--- src/sv/assert_macros.svh ---
// Assertion helpers for the cache datapath
`ifndef ASSERT_MACROS_SVH
`define ASSERT_MACROS_SVH
// Concurrent implication check, disabled during reset
`define ASSERT_IMPL(label, clk, rst_n, pre, post) \
	label: assert property (@(posedge clk) disable iff (!rst_n) (pre) |-> (post)) \
		else $error("assertion failed");
// Next-cycle implication check
`define ASSERT_NEXT(label, clk, rst_n, pre, post) \
	label: assert property (@(posedge clk) disable iff (!rst_n) (pre) |=> (post)) \
		else $error("assertion failed");
`endif

--- src/sv/slru_pkg.sv ---
package slru_pkg;
	// Controller to datapath commands
	typedef struct packed {
		logic start;
		logic scan_step;
		logic op_step;
	} ctl_cmd_t;

	// Datapath status
	typedef struct packed {
		logic scan_done;
		logic op_done;
	} ctl_sts_t;

	localparam logic CMD_PUT = 1'b0;
	localparam logic CMD_GET = 1'b1;
	localparam logic [0:0] REG_SOFT = 1'b0;
	localparam logic [0:0] REG_HARD = 1'b1;
endpackage

--- src/sv/slru_ctrl.sv ---
// Sequencer: accept a word, scan the table, run the list steps, present the result
module slru_ctrl (
	input  logic                 clk,
	input  logic                 arst_n,
	input  logic                 in_fire,
	input  slru_pkg::ctl_sts_t   sts,
	input  logic                 out_taken,
	output slru_pkg::ctl_cmd_t   cmd,
	output logic                 busy,
	output logic                 out_valid
);
	localparam logic [1:0] ST_IDLE = 2'd0;
	localparam logic [1:0] ST_SCAN = 2'd1;
	localparam logic [1:0] ST_OPS  = 2'd2;
	localparam logic [1:0] ST_OUT  = 2'd3;

	logic [1:0] state_q;

	// Advance the sequence
	always_ff @(posedge clk or negedge arst_n) begin
		if (!arst_n) begin
			state_q <= ST_IDLE;
		end else begin
			case (state_q)
				ST_IDLE: if (in_fire) state_q <= ST_SCAN;
				ST_SCAN: if (sts.scan_done) state_q <= ST_OPS;
				ST_OPS:  if (sts.op_done) state_q <= ST_OUT;
				ST_OUT:  if (out_taken) state_q <= ST_IDLE;
				default: state_q <= ST_IDLE;
			endcase
		end
	end

	always_comb begin
		cmd.start = in_fire;
		cmd.scan_step = (state_q == ST_SCAN);
		cmd.op_step = (state_q == ST_OPS);
	end
	assign busy = (state_q != ST_IDLE);
	assign out_valid = (state_q == ST_OUT);
endmodule

--- config.mk ---
export PLATFORM = sky130hd
export DESIGN_NAME = slru_ctrl
export DESIGN_NICKNAME = d
export VERILOG_FILES = /design/src/sv/assert_macros.svh /design/src/sv/slru_pkg.sv /design/src/sv/slru_ctrl.sv
export SDC_FILE = /design/constraint.sdc
export NUM_CORES = 1
export LEC_CHECK = 0
export BUFFER_PORTS_ARGS = -buffer_cell sky130_fd_sc_hd__buf_4
export CORE_AREA = 4 4 41 43
export CTS_BUF_LIST = sky130_fd_sc_hd__clkbuf_8
export CTS_CLUSTER_SIZE = 16
export DETAILED_ROUTE_END_ITERATION = 16
export DIE_AREA = 0 0 45 47
export GPL_ROUTABILITY_DRIVEN = 1
export PLACE_DENSITY_LB_ADDON = 0.25
export SLEW_MARGIN = 20
export SYNTH_ARGS = -nofsm -noshare
export SYNTH_HDL_FRONTEND = slang
export SYNTH_SLANG_ARGS = --single-unit
--- constraint.sdc ---
create_clock -name clk -period 2.9 [get_ports clk]
set_input_delay 0.58 -clock clk [delete_from_list [all_inputs] [get_ports clk]]
set_output_delay 0.58 -clock clk [all_outputs]
set_load 0.01 [all_outputs]
==> results of run 1 <==
-- per-layer routing --
metal	track usage, %	part of all wire, %	up-vias
li1	-	-	81
met1	5.24	45	62
met2	6.21	38	11
met3	1.53	17	0
met4	5.26	0	0
met5	0	0	-
-- cell families after synthesis --
logic type	Yosys count	share of synthesized area (%)
compound gates	1	6.49
fa+ha+maj	5	32.5
buf+inv	4	9.74
flops	2	26.0
mux	2	13.0
simple gates	4	12.3
-- how the worst max path moves through the flow --
stage                      startpoint                     end  slack, ns  cells past startpoint
6_report       state_q[0]$_DFFE_PN0P_                    busy       1.26                      4
4_1_cts        state_q[0]$_DFFE_PN0P_                    busy       1.25                      4
2_1_floorplan  state_q[0]$_DFFE_PN0P_  state_q[1]$_DFFE_PN0P_       1.41                      5
5_1_grt        state_q[1]$_DFFE_PN0P_                    busy       1.20                      4
3_3_place_gp   state_q[0]$_DFFE_PN0P_  state_q[1]$_DFFE_PN0P_       1.37                      5
3_5_place_dp   state_q[0]$_DFFE_PN0P_  state_q[1]$_DFFE_PN0P_       1.37                      5
-- Yosys cell counts (all sizes together) --
library cell	instances	area, µm²
ha	5	62.6
inv	3	11.3
dfrtp	2	50.1
nand2b	2	12.5
buf	1	7.51
mux2	1	15.0
mux2i	1	10.0
nor2	1	3.75
o2111a	1	12.5
or2b	1	7.51
-- through the flow --
step / hold WS [ns] / power [mW] / util [%] / instance area (µm²)
global route: 0.147 / 0.397 / 24.6 / 320
finish: 0.147 / 0.366 / 24.6 / 320
global placement: 0.362 / 0.257 / 21.4 / 279
detailed placement: 0.364 / 0.262 / 21.4 / 279
CTS: 0.142 / 0.376 / 24.6 / 320
floorplan: 0.284 / 0.191 / - / 193
-- worst register-to-register path, stage by stage, from the launching register on --
cell and delay, ns:
dfrtp_1 0.38, inv_1 0.12, ha_1 0.19, or2b_1 0.24
o2111a_2 0.15, mux2_4 0.30
-- power by group --
part / internal [mW] / switching (mW)
clock network: 0.0877 / 0.0207
logic: 0.109 / 0.0904
registers: 0.0445 / 0.0137
total: 0.241 / 0.125
-- area by class of cell --
cell class	instances	share of cell area, %
tap	15	5.86
multi-input combinational	12	38.7
clock buffer	3	12.9
timing repair buffer	10	23.4
inverter	3	3.52
sequential	2	15.6
==> metrics, run 1 <==
status=finished, final reports clean; Regs by FF count=state_q (2); FF-to-FF Start=state_q[0]$_DFFE_PN0P_; CP max stage delay=0.38 ns; final net count=43; Via Count=154; CTS Sinks=2; post-synthesis register bit count=2; CTS Buf Count=3; commonest non-fill, non-tap cell in the layout=buf_4; DR vias/cell=3.42; syn nets=29; CTS clock-pin slew for the worst setup and hold paths=0.03 ns; IO Port Bufs=10; drt first pass iters=1; Seq/Total Area, Yosys=26.0%; # diodes=0; cell count after placement=42; cells on worst reg2reg path=5; CP top delay family=flip-flops; post-cts resize count=0; dpl ws=1.37 ns; Worst-Skew Late Latency=0.21 ns; initial antenna violation count=0; PwrDens=1140 nW/µm²; Post-CTS Hold Buffers=0; die area=2120 µm²; Die Wd=45 µm; max reg flops=2; commonest cells after routing, fill and taps aside=buf_4 (10), ha_1 (5), inv_1 (3), clkbuf_8 (3); Setup TNS Final=0 ns; Mapped Avg Cell Area=10.7 µm²; fin crit share=56.5%; DR WL/cell=9.60 µm; Syn. warnings=0; # DRC=0; clock skew=0.000571 ns; Worst Setup End Kind=output port; Area growth, synth to finish=66.2%; RSZ-0062 raised after global routing=no; Multi-input gate area=124 µm²; Final Critical Period=1.64 ns; min-delay worst type=in2async; fraction of layout cells with a size suffix above 1=50.0%; WP buf/inv=3; Finished Layout Cells=45; pin slew with the least headroom to its limit=0.134 ns; crit path max fanout=4; maxcap violations=0; CP Class=reg2out; # IOs=11; Worst EP required=2.32 ns; cell chain of the critical path=inv_1 -> ha_1 -> inv_1 -> buf_4; clock root cell=clkbuf_8; Initial Util=14.8%; row count=13; post-route ant nets=0; CP max stage cell=dfrtp_1; die height=47 µm; CTS tree=done; Register Area=50.0 µm²; Final Wtd Congestion=0.683; vias in the first global route=174; DRT Wirelength=432 µm; most used cell, CP=inv_1; Fin. Hold Viols=0; H-tree levels=1; initial DRC count=0; largest net degree at the start of global routing=5; clock buffer depth=2; FILL cells=153; Post-Syn Area=193 µm²; Final Slew Violations=0; Slew headroom=90.8%; register name with the most flops=state_q; gr usage total=4.58%; post-synth cell types=10; global-route wire length before repair=641 µm; worst r2r dst=state_q[1]$_DFFE_PN0P_; CP Launch Type=register; number of setup buffers added after CTS=0; post-route setup slack=1.26 ns; Synth Instances=18; grt ovf=0; R2R Setup Slk=1.39 ns; critical path arrival=1.06 ns; Peak VDD IR=0.489 mV; P_leak=0.171 nW; core area=1300 µm²; Finish-stage setup viols=0; FMAX=611 MHz
Note: power is estimated with default switching activity, not from simulation.
==> inputs of run 2 (changes only) <==
==> constraint.sdc (replaced) <==
create_clock -name clk -period 1.6 [get_ports clk]
set_input_delay 0.32 -clock clk [delete_from_list [all_inputs] [get_ports clk]]
set_output_delay 0.32 -clock clk [all_outputs]
set_load 0.01 [all_outputs]
==> run 2 against run 1 <==
Register-to-register slack got worse by 1.3 ns; largest power group unchanged; routed wire length increased by 6.3%; first-iteration DRC count increased by 2.
==> metrics, run 2 (same netlist as run 1, synthesis figures left out) <==
Final Wtd Congestion=0.705 (+3.2%); clock root cell=clkbuf_8; Area after DPL=279 µm² (unchanged); die area=2120 µm² (unchanged); core area=1300 µm² (unchanged); vias in the first global route=193 (+11%); met2 global-route usage=7.91% (+1.7 points); Worst-Skew Late Latency=0.21 ns (about the same); crit path max fanout=4 (unchanged); cell count after placement=42 (unchanged); fin util=25.6% (+0.96 points); register name with the most flops=state_q; # diodes=0 (unchanged); max reg flops=2 (unchanged); # IOs=11 (unchanged); R2R Setup Slk=0.09 ns (-1.30 ns); final net count=44 (+2.3%); Critical Path Start=state_q[0]$_DFFE_PN0P_; Final Slew Violations=0 (unchanged); DRT Wirelength=459 µm (+6.3%); PwrDens=2040 nW/µm² (+79%); maxcap violations=0 (unchanged); RSZ-0062 raised after global routing=no; DR vias/cell=3.57 (+4.2%); grt ovf=0 (unchanged); Die Wd=45 µm (unchanged); Area growth, synth to finish=72.7%; CTS clock-pin slew for the worst setup and hold paths=0.03 ns (about the same); DR WL/cell=9.98 µm (+3.9%); status=finished, final reports clean; clock buffer depth=2 (unchanged); drt first pass iters=2 (+1); fin crit share=94.2%; Setup TNS Final=0 ns (unchanged); clock skew=0.00282 ns (+0.00224 ns); commonest cells after routing, fill and taps aside=buf_4 (10), ha_1 (4), clkbuf_8 (3); P_leak=0.173 nW (+0.96%); Finish-stage setup viols=0 (unchanged); Via Count=164 (+6.5%); Fin. Hold Viols=0 (unchanged); CTS Buf Count=3 (unchanged); Finished Layout Cells=46 (+2.2%); Regs by FF count=state_q (2); # DRC=0 (unchanged); M3 GR Usage=3.45% (+1.9 points); initial antenna violation count=0 (unchanged); Worst EP required=1.68 ns (-0.64 ns); Slew headroom=90.4% (-0.36 points); IO Port Bufs=10 (unchanged); worst r2r dst=state_q[1]$_DFFE_PN0P_; cells on worst reg2reg path=5 (unchanged); FMAX=664 MHz; critical path arrival=1.59 ns (+0.53 ns); commonest non-fill, non-tap cell in the layout=buf_4; CTS tree=done; Peak VDD IR=0.718 mV (+47%); placed wire-length estimate=373 µm; initial DRC count=2 (+2); Post-Layout Inst Area=333 µm² (+3.9%); M1 GR Usage=6.14% (+0.90 points); die height=47 µm (unchanged); fraction of layout cells with a size suffix above 1=54.8% (+4.8 points); FF-to-FF Start=state_q[0]$_DFFE_PN0P_; H-tree levels=1 (unchanged); Final Critical Period=1.51 ns; post-route ant nets=0 (unchanged); largest net degree at the start of global routing=5 (unchanged); CP Launch Type=register; global-route wire length before repair=828 µm (+29%); CTS Sinks=2 (unchanged); CP Class=reg2reg; min-delay worst type=in2async; number of setup buffers added after CTS=0 (unchanged); Initial Util=14.8% (unchanged); most used routing layer=met2; FILL cells=147 (-3.9%); Worst Setup End Kind=register; row count=13 (unchanged); pin slew with the least headroom to its limit=0.140 ns (+0.00518 ns); gr usage total=5.53% (+0.94 points)
==> run 2: cell types whose count changed in the layout (fill, tap and decap cells not counted) <==
| cell | before | now |
|---|---|---|
| dlygate4sd3_1 | 0 | 1 |
| inv_2 | 0 | 1 |
| inv_1 | 3 | 2 |
| ha_2 | 0 | 1 |
| ha_1 | 5 | 4 |
==> run 2: worst max-delay path, stage by stage (launching register included) <==
cell and delay, ns:
dfrtp_1 0.40, inv_2 0.10, ha_2 0.19, or2b_1 0.23
o2111a_2 0.15, mux2_4 0.30
==> run 2: per-layer routing <==
layer  share of wire [%]  wire [µm]
met1                  44        203
met2                  39        179
met3                  17         76
met4                   0          0
met5                   0          0
==> run 2: per-stage QoR <==
| step | setup WS, ns | power (mW) | hold WS (ns) |
|---|---|---|---|
| final | 0.0931 | 0.680 | 0.435 |
| after global placement | 0.0818 | 0.467 | 0.102 |
| after detailed placement | 0.0487 | 0.485 | 0.103 |
| after floorplan | 0.105 | 0.346 | 0.0244 |
| after CTS | 0.0361 | 0.689 | 0.423 |
| after global routing | 0.0347 | 0.754 | 0.449 |
==> run 2: timing repair <==
action                                  CTS  global route
endpoints found under the setup margin    0             1
endpoints found under the hold margin     2             0
gates resized for setup                   0             2
hold buffers                              1             0
==> run 2: final cells by class <==
type | count | area [µm²] | share of cell area [%]
Multi-Input combinational cell | 12 | 126 | 38.0
Timing Repair Buffer | 11 | 85.1 | 25.6
Sequential cell | 2 | 50.0 | 15.0
Clock buffer | 3 | 41.3 | 12.4
Tap cell | 15 | 18.8 | 5.64
Inverter | 3 | 11.3 | 3.38
==> run 2: how the worst max path moves through the flow <==
stage,endpoint,depth (start not counted)
after floorplan,state_q[1]$_DFFE_PN0P_,5
after global placement,state_q[1]$_DFFE_PN0P_,5
after detailed placement,state_q[1]$_DFFE_PN0P_,5
after CTS,state_q[1]$_DFFE_PN0P_,5
after global routing,state_q[1]$_DFFE_PN0P_,5
final,state_q[1]$_DFFE_PN0P_,5
==> run 2: power by group <==
| part | total (mW) | internal (mW) | switching [mW] |
|---|---|---|---|
| Sequential | 0.109 | 0.0806 | 0.0287 |
| Clock | 0.195 | 0.159 | 0.0360 |
| Combinational | 0.375 | 0.204 | 0.171 |
==> inputs of run 3 (changes only) <==
--- a/config.mk
+++ b/config.mk
@@ -12,7 +12,6 @@
 export DETAILED_ROUTE_END_ITERATION = 16
 export DIE_AREA = 0 0 45 47
 export GPL_ROUTABILITY_DRIVEN = 1
-export PLACE_DENSITY_LB_ADDON = 0.25
 export SLEW_MARGIN = 20
 export SYNTH_ARGS = -nofsm -noshare
 export SYNTH_HDL_FRONTEND = slang
==> run 3 against run 2 <==
Global-route usage is 1.1 points lower; sequential share of layout area up 0.11 points; routed wire length fell by 14%; clock skew shrank 0.0013 ns; cell count is the same; highest routed layer unchanged; critical path depth stayed put.
==> metrics, run 3 (same netlist as run 1, synthesis figures left out) <==
CTS Sinks=2 (unchanged); Regs by FF count=state_q (2); metal2 WL=151 µm (-16%); min-delay worst type=in2async; # diodes=0 (unchanged); clock root cell=clkbuf_8; die height=47 µm (unchanged); gr usage total=4.42% (-1.1 points); CP max stage delay=0.39 ns (about the same); met3 routed WL=74 µm (-2.6%); critical path arrival=1.59 ns (about the same); top sig layer=met3; commonest non-fill, non-tap cell in the layout=buf_4; placed wire-length estimate=327 µm (-12%); Final Wtd Congestion=0.633 (-10%); DR vias/cell=3.33 (-6.7%); Final Slew Violations=0 (unchanged); DRT Wirelength=396 µm (-14%); Worst-Skew Late Latency=0.21 ns (about the same); RSZ-0062 raised after global routing=no; Finish-stage setup viols=0 (unchanged); FF-to-FF Start=state_q[0]$_DFFE_PN0P_; number of setup buffers added after CTS=0 (unchanged); # DRC=0 (unchanged); initial antenna violation count=0 (unchanged); Fin. Hold Viols=0 (unchanged); CP top delay family=flip-flops; total power=0.662 mW (-2.6%); cell chain of the critical path=inv_1 -> ha_1 -> or2b_1 -> o2111a_2 -> mux2_4; dpl ws=0.0939 ns (+0.0453 ns); drt first pass iters=1 (-1); fin util=25.4% (-0.19 points); CP max stage cell=dfrtp_1; Setup TNS Final=0 ns (unchanged); core area=1300 µm² (unchanged); row count=13 (unchanged); fin crit share=94.0% (-0.15 points); status=finished, final reports clean; # IOs=11 (unchanged); DR WL/cell=8.61 µm (-14%); Worst Setup End Kind=register; Worst EP required=1.69 ns (about the same); Slew headroom=90.2% (-0.26 points); CTS Buf Count=3 (unchanged); global-route wire length before repair=614 µm (-26%); IO Port Bufs=10 (unchanged); pin slew with the least headroom to its limit=0.143 ns (+0.00373 ns); Final Critical Period=1.50 ns (-0.00243 ns); Via Count=153 (-6.7%); CP Class=reg2reg; Area growth, synth to finish=71.4%; FMAX=665 MHz (+0.16%); post-route setup slack=0.0955 ns (+0.00243 ns); final net count=44 (unchanged); fraction of layout cells with a size suffix above 1=48.4% (-6.5 points); CTS clock-pin slew for the worst setup and hold paths=0.03 ns (about the same); Peak VDD IR=0.617 mV (-14%); grt ovf=0 (unchanged); Critical Path Start=state_q[0]$_DFFE_PN0P_; cell count after placement=42 (unchanged); crit path max fanout=4 (unchanged); P_leak=0.175 nW (+1.5%); commonest cells after routing, fill and taps aside=buf_4 (10), ha_1 (5), inv_1 (3), clkbuf_8 (3); post-cts resize count=0 (unchanged); Metal-1 WL=170 µm (-16%); register name with the most flops=state_q; PwrDens=2000 nW/µm² (-1.8%); H-tree levels=1 (unchanged); WP buf/inv=1 (unchanged); max reg flops=2 (unchanged); Initial Util=14.8% (unchanged); vias in the first global route=160 (-17%); CP Launch Type=register; maxcap violations=0 (unchanged); clock buffer depth=2 (unchanged); largest net degree at the start of global routing=5 (unchanged); Finished Layout Cells=46 (unchanged); die area=2120 µm² (unchanged); clock skew=0.00154 ns (-0.00127 ns); CTS tree=done; initial DRC count=0 (-2); Die Wd=45 µm (unchanged); post-route ant nets=0 (unchanged)
-- run 3: cell counts in the layout (fill, tap and decap cells not counted) --
No cell type changed its count.
-- run 3: worst paths after layout --
check	to	slack, ns	depth (start not counted)
max in group asynchronous	state_q[1]$_DFFE_PN0P_	1.07	2
max	state_q[1]$_DFFE_PN0P_	0.1	5
min in group clk	state_q[0]$_DFFE_PN0P_	0.55	3
max reg2reg	state_q[1]$_DFFE_PN0P_	0.1	5
min	state_q[0]$_DFFE_PN0P_	0.44	2
min reg2reg	state_q[1]$_DFFE_PN0P_	0.57	1
-- run 3: area by class of cell --
cell class,instances,area [µm²]
Sequential cell,2,50.0
Fill cell,149,971
Inverter,3,11.3
Clock buffer,3,41.3
Tap cell,15,18.8
Multi-Input combinational cell,12,124
Timing Repair Buffer,11,85.1
-- run 3: stage by stage --
step	area, µm²	hold WS, ns
final	330	0.436
after global routing	330	0.462
after CTS	330	0.437
after detailed placement	279	0.104
after global placement	279	0.104
after floorplan	193	0.0244
-- run 3: metal layers --
metal,GRT usage [%],up-vias
li1,-,82
met1,4.55,62
met2,5.37,9
met3,3.07,0
met4,5.26,0
met5,0,-
-- run 3: where the power goes --
| group | internal, mW | switching [mW] | leakage [nW] | total [mW] |
|---|---|---|---|---|
| sequential | 0.0806 | 0.0249 | 0.0235 | 0.106 |
| clock | 0.159 | 0.0373 | 0.0216 | 0.196 |
| combinational | 0.201 | 0.160 | 0.130 | 0.360 |
| total | 0.440 | 0.222 | 0.175 | 0.662 |
-- run 3: worst register-to-register path: cells and delay by family (launching register included) --
| family | cells | cell delay [ns] |
|---|---|---|
| AOI/OAI and AO/OA | 1 | 0.15 |
| adders and majority gates | 1 | 0.20 |
| buffers and inverters | 1 | 0.12 |
| DFF | 1 | 0.39 |
| muxes | 1 | 0.30 |
| and+or+nand+nor | 1 | 0.23 |
-- run 3: timing repair --
item,4_1_cts,5_1_grt
hold buffers,1,0
hold endpoints to repair,2,0
endpoints found under the setup margin,0,0
